==> config.mk <==
export PLATFORM = sky130hd
export DESIGN_NAME = primitive_index_assembler_unit
export DESIGN_NICKNAME = d
export VERILOG_FILES = /design/src/sv/pia_pkg.sv /design/src/sv/primitive_index_assembler_unit.sv
export SDC_FILE = /design/constraint.sdc
export NUM_CORES = 1
export LEC_CHECK = 0
export ABC_AREA = 1
export BUFFER_PORTS_ARGS = -buffer_cell sky130_fd_sc_hd__buf_4
export CAP_MARGIN = 20
export CORE_AREA = 10 10 272 274
export CTS_CLUSTER_DIAMETER = 30
export CTS_CLUSTER_SIZE = 24
export DETAILED_ROUTE_END_ITERATION = 6
export DIE_AREA = 0 0 282 284
export MAX_ROUTING_LAYER = met4
export SYNTH_ARGS = -nofsm -noshare
export SYNTH_HDL_FRONTEND = slang
export SYNTH_SLANG_ARGS = --single-unit
==> constraint.sdc <==
create_clock -name clk -period 3.7 [get_ports clk]
set_input_delay 0.555 -clock clk [delete_from_list [all_inputs] [get_ports clk]]
set_output_delay 0.555 -clock clk [all_outputs]
set_load 0.01 [all_outputs]
==> src/sv/pia_pkg.sv <==
// Shared types and constants for the primitive index assembler.
`timescale 1ns / 1ps
`default_nettype none

package pia_pkg;

	// Topology register codes
	localparam logic [2:0] TOPO_LINE_LIST = 3'd0;
	localparam logic [2:0] TOPO_LINE_STRIP = 3'd1;
	localparam logic [2:0] TOPO_LINE_LOOP = 3'd2;
	localparam logic [2:0] TOPO_TRI_LIST = 3'd3;
	localparam logic [2:0] TOPO_TRI_STRIP = 3'd4;
	localparam logic [2:0] TOPO_TRI_FAN = 3'd5;

	// Register byte addresses
	localparam logic [2:0] ADDR_TOPOLOGY = 3'd0;

	// Output queue depth (two slots free per accepted index)
	localparam int QDEPTH = 4;

	// One assembled primitive
	typedef struct packed {
		logic        run_last;
		logic        closing_line;
		logic [31:0] vert_third;
		logic [31:0] vert_second;
		logic [31:0] vert_first;
	} result_t;

endpackage

`default_nettype wire

==> src/sv/primitive_index_assembler_unit.sv <==
// Top level of the primitive index assembler: state, topology register, output queue.
`timescale 1ns / 1ps
`default_nettype none

// Primitive index assembler. Accepts one vertex index per cycle on the s_axis
// side (tlast marks the end of a primitive group) and emits line or triangle
// index tuples on the m_axis side according to the topology register at byte
// address 0 (0 line list, 1 line strip, 2 line loop, 3 triangle list,
// 4 triangle strip, 5 triangle fan). Each index is assembled in the cycle it
// is accepted and yields zero, one or two results, which enter a four-entry
// output queue; the input is ready whenever two queue slots are free. The
// input rate is one index per cycle while that holds; the output drains one
// result per cycle while m_axis_tready is high, so a line loop group end, which
// emits two results, costs one extra output beat. Results are registered in the queue.
module primitive_index_assembler_unit (
	input  wire logic         clk,
	input  wire logic         arst_n,
	// Configuration port
	input  wire logic         psel,
	input  wire logic         penable,
	input  wire logic         pwrite,
	input  wire logic [2:0]   paddr,
	input  wire logic [31:0]  pwdata,
	output logic      [31:0]  prdata,
	output logic              pready,
	// Index input
	input  wire logic         s_axis_tvalid,
	output logic              s_axis_tready,
	input  wire logic [31:0]  s_axis_tdata,  // [31:0] index_value
	input  wire logic         s_axis_tlast,  // group_end
	// Primitive output
	output logic              m_axis_tvalid,
	input  wire logic         m_axis_tready,
	output logic      [95:0]  m_axis_tdata,  // [31:0] vert_first, [63:32] vert_second,
	                                         // [95:64] vert_third
	output logic              m_axis_tuser,  // closing_line
	output logic              m_axis_tlast   // run_last
);
	import pia_pkg::*;

	localparam int PW = $clog2(QDEPTH);

	// Registers
	logic [2:0]  topology_q;
	logic [31:0] group_first_q, previous_q, older_q;
	logic [1:0]  seen_q, phase_q;
	logic        parity_q;
	result_t     fifo_q [QDEPTH];
	logic [PW-1:0] wr_ptr_q, rd_ptr_q;
	logic [PW:0]   count_q;

	// Next-state and results
	logic [31:0] group_first_d, previous_d, older_d;
	logic [1:0]  seen_d, phase_d;
	logic        parity_d;
	result_t     res0, res1;
	logic [1:0]  n_res;

	logic [31:0] v;
	logic        last, accept, pop, cfg_wr;

	assign v      = s_axis_tdata;
	assign last   = s_axis_tlast;
	assign accept = s_axis_tvalid && s_axis_tready;
	assign pop    = m_axis_tvalid && m_axis_tready;

	// Configuration register
	assign pready = 1'b1;
	assign cfg_wr = psel && penable && pwrite && pready;
	assign prdata = (paddr == ADDR_TOPOLOGY) ? {29'd0, topology_q} : 32'd0;

	always_ff @(posedge clk or negedge arst_n) begin
		if (!arst_n) begin
			topology_q <= TOPO_TRI_LIST;
		end else if (cfg_wr && paddr == ADDR_TOPOLOGY) begin
			topology_q <= pwdata[2:0];
		end
	end

	// Assembly for one index
	always_comb begin
		group_first_d = group_first_q;
		previous_d    = previous_q;
		older_d       = older_q;
		seen_d        = seen_q;
		phase_d       = phase_q;
		parity_d      = parity_q;
		res0          = '0;
		res1          = '0;
		n_res         = 2'd0;

		unique case (topology_q)
			TOPO_LINE_LIST: begin
				if (phase_q != 2'd0) begin
					res0.vert_first  = previous_q;
					res0.vert_second = v;
					n_res            = 2'd1;
					phase_d          = 2'd0;
				end else begin
					previous_d = v;
					phase_d    = 2'd1;
				end
			end
			TOPO_LINE_STRIP, TOPO_LINE_LOOP: begin
				if (seen_q == 2'd0) begin
					group_first_d = v;
				end else begin
					res0.vert_first  = previous_q;
					res0.vert_second = v;
					n_res            = 2'd1;
				end
				// closing segment back to the group's first index
				if (topology_q == TOPO_LINE_LOOP && last && seen_q != 2'd0) begin
					res1.vert_first   = v;
					res1.vert_second  = group_first_q;
					res1.closing_line = 1'b1;
					n_res             = 2'd2;
				end
				older_d    = previous_q;
				previous_d = v;
			end
			TOPO_TRI_LIST: begin
				unique case (phase_q)
					2'd0: begin
						older_d = v;
						phase_d = 2'd1;
					end
					2'd1: begin
						previous_d = v;
						phase_d    = 2'd2;
					end
					default: begin
						res0.vert_first  = previous_q;
						res0.vert_second = older_q;
						res0.vert_third  = v;
						n_res            = 2'd1;
						phase_d          = 2'd0;
					end
				endcase
			end
			TOPO_TRI_STRIP: begin
				if (seen_q >= 2'd2) begin
					res0.vert_first  = parity_q ? older_q : previous_q;
					res0.vert_second = parity_q ? previous_q : older_q;
					res0.vert_third  = v;
					n_res            = 2'd1;
					parity_d         = ~parity_q;
				end
				if (seen_q == 2'd0) begin
					group_first_d = v;
				end
				older_d    = previous_q;
				previous_d = v;
			end
			TOPO_TRI_FAN: begin
				if (seen_q == 2'd0) begin
					group_first_d = v;
				end else if (seen_q >= 2'd2) begin
					res0.vert_first  = previous_q;
					res0.vert_second = group_first_q;
					res0.vert_third  = v;
					n_res            = 2'd1;
				end
				older_d    = previous_q;
				previous_d = v;
			end
			default: begin
			end
		endcase

		// group counter saturates at three; unused codes leave it alone
		if (topology_q <= TOPO_TRI_FAN && seen_q != 2'd3) begin
			seen_d = seen_q + 2'd1;
		end

		if (last) begin
			seen_d   = 2'd0;
			phase_d  = 2'd0;
			parity_d = 1'b0;
		end

		// flag the last result of this index
		if (n_res == 2'd2) begin
			res1.run_last = 1'b1;
		end else begin
			res0.run_last = 1'b1;
		end
	end

	// Assembly state
	always_ff @(posedge clk or negedge arst_n) begin
		if (!arst_n) begin
			group_first_q <= '0;
			previous_q    <= '0;
			older_q       <= '0;
			seen_q        <= '0;
			phase_q       <= '0;
			parity_q      <= 1'b0;
		end else if (accept) begin
			group_first_q <= group_first_d;
			previous_q    <= previous_d;
			older_q       <= older_d;
			seen_q        <= seen_d;
			phase_q       <= phase_d;
			parity_q      <= parity_d;
		end
	end

	// Output queue: ready while two slots are free
	assign s_axis_tready = (count_q <= (PW+1)'(QDEPTH - 2));
	assign m_axis_tvalid = (count_q != '0);
	assign m_axis_tdata  = {fifo_q[rd_ptr_q].vert_third, fifo_q[rd_ptr_q].vert_second,
		fifo_q[rd_ptr_q].vert_first};
	assign m_axis_tuser  = fifo_q[rd_ptr_q].closing_line;
	assign m_axis_tlast  = fifo_q[rd_ptr_q].run_last;

	// Queue payload
	always_ff @(posedge clk) begin
		if (accept && n_res != 2'd0) begin
			fifo_q[wr_ptr_q] <= res0;
		end
		if (accept && n_res == 2'd2) begin
			fifo_q[wr_ptr_q + PW'(1)] <= res1;
		end
	end

	// Queue pointers and fill count
	always_ff @(posedge clk or negedge arst_n) begin
		if (!arst_n) begin
			wr_ptr_q <= '0;
			rd_ptr_q <= '0;
			count_q  <= '0;
		end else begin
			if (accept) begin
				wr_ptr_q <= wr_ptr_q + PW'(n_res);
			end
			if (pop) begin
				rd_ptr_q <= rd_ptr_q + PW'(1);
			end
			count_q <= count_q + (accept ? (PW+1)'(n_res) : '0) - (PW+1)'(pop);
		end
	end

endmodule

`default_nettype wire
==> insert_results.sql <==
INSERT INTO impl_metrics (metric_group, metric, value, unit) VALUES
('status', 'outcome', 'finished, final reports clean', ''),
('route', 'detail_route.first_pass.iterations', '6', ''),
('sta', 'relSlewSlack', '30.0', '%'),
('sta', 'fmax', '0.296', 'GHz'),
('worst_setup_path', 'timing.reg2reg.setup_slack', '0.61', 'ns'),
('cts', 'clock_insertion_delay_worst_skew', '0.67', 'ns'),
('power', 'post-layout-total-power', '28.2', 'mW'),
('worst_setup_path', 'critical_path.max_fanout', '26', ''),
('sta', 'tightest_slew', '1.05', 'ns'),
('global_route', 'antenna_found_initial', '5', ''),
('cts', 'cts-root-buf', 'sky130_fd_sc_hd__clkbuf_16', ''),
('cts', 'cts_buffers', '112', ''),
('worst_setup_path', 'cp_slowest_stage_delay', '0.49', 'ns'),
('synthesis', 'yosysSeqAreaShare', '48.8', '%'),
('layout', 'fin_util', '48.4', '%'),
('layout', 'top_library_cells_by_usage_in_the_layout_fill_and_taps_aside', 'sky130_fd_sc_hd__o21ai_0 (624), sky130_fd_sc_hd__nand2_1 (587), sky130_fd_sc_hd__nor2_1 (506), sky130_fd_sc_hd__edfxtp_1 (264), sky130_fd_sc_hd__inv_1 (226)', ''),
('worst_setup_path', 'critical-path-top-cell-by-count', 'sky130_fd_sc_hd__buf_4', ''),
('synthesis', 'yosysWarnings', '0', ''),
('global_route', 'grt_overflow_total', '0', ''),
('layout', 'area_of_the_multi_input_gates', '11700', 'µm²'),
('power', 'vdd.ir_drop.worst', '0.000947', 'V'),
('sta', 'timing.final.max_slew_violations', '0', ''),
('sta', 'period_minus_slack', '3.38', 'ns'),
('synthesis', 'synth_area', '27200', 'µm²'),
('cts', 'clkSinkCount', '503', ''),
('floorplanning', 'io_pins', '208', ''),
('synthesis', 'syn_avg_cell_area', '7.76', 'µm²'),
('worst_setup_path', 'worst-setup-path-type', 'reg2out', ''),
('cts', 'clock_tree_from_tritoncts', 'done', ''),
('synthesis', 'netlist_instances', '3508', ''),
('place', 'numPortBuffers', '148', ''),
('synthesis', 'yosys.area.top_type_share', '29.1', '%'),
('cts', 'path_clk_slew', '0.05', 'ns'),
('route', 'drt_wl_total', '103', 'mm'),
('worst_setup_path', 'end_kind', 'output pin', ''),
('cts', 'cts_setup_buffers', '0', ''),
('floorplanning', 'placeableCoreArea', '68300', 'µm²'),
('route', 'detail-route-antenna-nets', '0', ''),
('synthesis', 'synth_top_cells_by_area', 'sky130_fd_sc_hd__edfxtp_1 (29%), sky130_fd_sc_hd__o21ai_0 (11%), sky130_fd_sc_hd__dfrtp_1 (10%)', ''),
('route', 'drt-wirelength-per-cell', '22.7', 'µm'),
('worst_setup_path', 'critPathArrivalTime', '2.82', 'ns'),
('flow_run', 'max_cap_viol_count', '0', ''),
('sta', 'finalHoldViolCount', '0', ''),
('synthesis', 'ff_latch_count_synth', '503', ''),
('route', 'viasPerCell', '5.80', ''),
('place', 'gp_routability_congestion', '0.893', ''),
('layout', 'synthToLayoutAreaGrowth', '21.5', '%'),
('synthesis', 'synth.distinct_cells', '42', ''),
('layout', 'drive_above_1_share', '13.1', '%'),
('synthesis', 'synth_ff_type', 'sky130_fd_sc_hd__edfxtp_1', ''),
('synthesis', 'postSynth.asyncResetShare', '22.1', '%'),
('route', 'routed-via-count', '26300', ''),
('place', 'dpl-instance-area', '29000', 'µm²'),
('sta', 'totalNegativeSetupSlack', '0', 'ns'),
('layout', 'finish.instance_area', '33100', 'µm²'),
('cts', 'clk_path_buf_depth', '3', ''),
('route', 'first_iter_violations', '3010', ''),
('floorplanning', 'design.die.area', '80100', 'µm²'),
('sta', 'hold_slack', '0.105', 'ns'),
('floorplanning', 'die_x', '282', 'µm'),
('power', 'power_per_cell_area', '854', 'nW/µm²'),
('place', 'detailedPlacementHpwl', '59.3', 'mm'),
('floorplanning', 'start_util', '39.8', '%'),
('layout', 'mostFrequentLayoutCell', 'sky130_fd_sc_hd__o21ai_0', ''),
('min_path', 'worst_hold_path_type', 'in2reg', ''),
('floorplanning', 'die_y', '284', 'µm'),
('worst_setup_path', 'cell_family_contributing_the_most_delay_on_the_critical_path', 'buffers and inverters', ''),
('layout', 'layout.area.seq', '13300', 'µm²'),
('worst_setup_path', 'critical_path.startpoint_type', 'flip-flop', ''),
('worst_setup_path', 'worstPathCellList', 'inv_2 -> buf_4 -> o21ai_0 -> o22ai_1 -> buf_4', ''),
('sta', 'setup_viol', '0', '');
## logic make-up after synthesis
| group | after synthesis | share of synthesized area, % |
|---|---|---|
| simple gates | 1556 | 24.7 |
| compound gates | 860 | 17.1 |
| buf+inv | 574 | 8.85 |
| flops | 503 | 48.8 |
| fa+ha+maj | 8 | 0.395 |
| xor+xnor | 5 | 0.161 |
| other cells | 2 | 0.0276 |
## layer usage
metal | up-vias | GRT usage, % | part of all wire [%]
li1 | 12100 | - | -
met1 | 12400 | 33.4 | 41
met2 | 1541 | 37.5 | 45
met3 | 214 | 5.22 | 11
met4 | 0 | 10.5 | 3.5
met5 | - | - | 0
## stage by stage
stage / std cells / setup WS, ns
3_5_place_dp: 4314 / 0.671
4_1_cts: 4528 / 0.319
3_3_place_gp: 4314 / 0.688
6_report: 4533 / 0.320
5_1_grt: 4533 / 0.299
2_1_floorplan: 3536 / 0.111
## where the power goes
| part | total (mW) | switching, mW | leakage, nW | internal, mW |
|---|---|---|---|---|
| registers | 7.59 | 0.790 | 4.75 | 6.80 |
| clock network | 10.6 | 3.38 | 1.95 | 7.21 |
| logic | 10.1 | 7.12 | 6.31 | 2.95 |
## worst paths after layout
check / start / to / depth (start not counted)
min in group asynchronous: arst_n / rd_ptr_q[1]$_DFFE_PN0P_ / 2
worst max-delay path: rd_ptr_q[1]$_DFFE_PN0P_ / m_axis_tdata[9] / 5
worst min-delay path: pwdata[1] / topology_q[1]$_DFFE_PN1P_ / 3
worst min register to register: fifo_q[2][64]$_SDFFE_PP0N_ / fifo_q[2][64]$_SDFFE_PP0N_ / 2
worst max register to register: seen_q[1]$_DFFE_PN0P_ / fifo_q[3][81]$_SDFFE_PP0P_ / 12
max in group asynchronous: arst_n / group_first_q[28]$_DFFE_PN0P_ / 3
## flip-flops by register name, summed over array words and instances, names as in the netlist
name	flops
fifo_q	392
group_first_q	32
older_q	32
previous_q	32
count_q	3
topology_q	3
phase_q	2
rd_ptr_q	2
seen_q	2
wr_ptr_q	2
parity_q	1
## Yosys cell counts, types with 19 or more instances
cell / count
sky130_fd_sc_hd__o21ai_0: 624
sky130_fd_sc_hd__nand2_1: 594
sky130_fd_sc_hd__nor2_1: 511
sky130_fd_sc_hd__edfxtp_1: 264
sky130_fd_sc_hd__inv_1: 228
sky130_fd_sc_hd__clkbuf_1: 207
sky130_fd_sc_hd__nand4_1: 190
sky130_fd_sc_hd__nand3_1: 142
sky130_fd_sc_hd__dfxtp_1: 128
sky130_fd_sc_hd__dfrtp_1: 109
sky130_fd_sc_hd__o22ai_1: 99
sky130_fd_sc_hd__nor3_1: 97
sky130_fd_sc_hd__buf_2: 56
sky130_fd_sc_hd__a21oi_1: 34
sky130_fd_sc_hd__buf_4: 34
sky130_fd_sc_hd__o21ai_1: 34
sky130_fd_sc_hd__o211ai_1: 33
sky130_fd_sc_hd__o2111ai_1: 32
sky130_fd_sc_hd__buf_1: 21
sky130_fd_sc_hd__inv_2: 19
## worst min-delay path, delay by kind of cell
kind / cells / cell delay [ns]
AND/OR/NAND/NOR: 1 / 0.04
buffers and inverters: 1 / 0.08
AO/OA/AOI/OAI: 1 / 0.06
## layout make-up
type / instances / area share, %
sequential: 503 / 40.2
multi-input combinational: 2459 / 35.5
clock buffer: 134 / 9.10
timing repair buffer: 223 / 5.75
tap: 882 / 3.34
clock inverter: 79 / 3.25
inverter: 248 / 2.85
antenna: 5 / 0.0378
## repair_timing
item                                   CTS  global route
endpoints found under the hold margin   31             0
hold buffers                             1             0
gates resized for setup                  0             0
No activity file was read; power rests on OpenSTA's default activity.
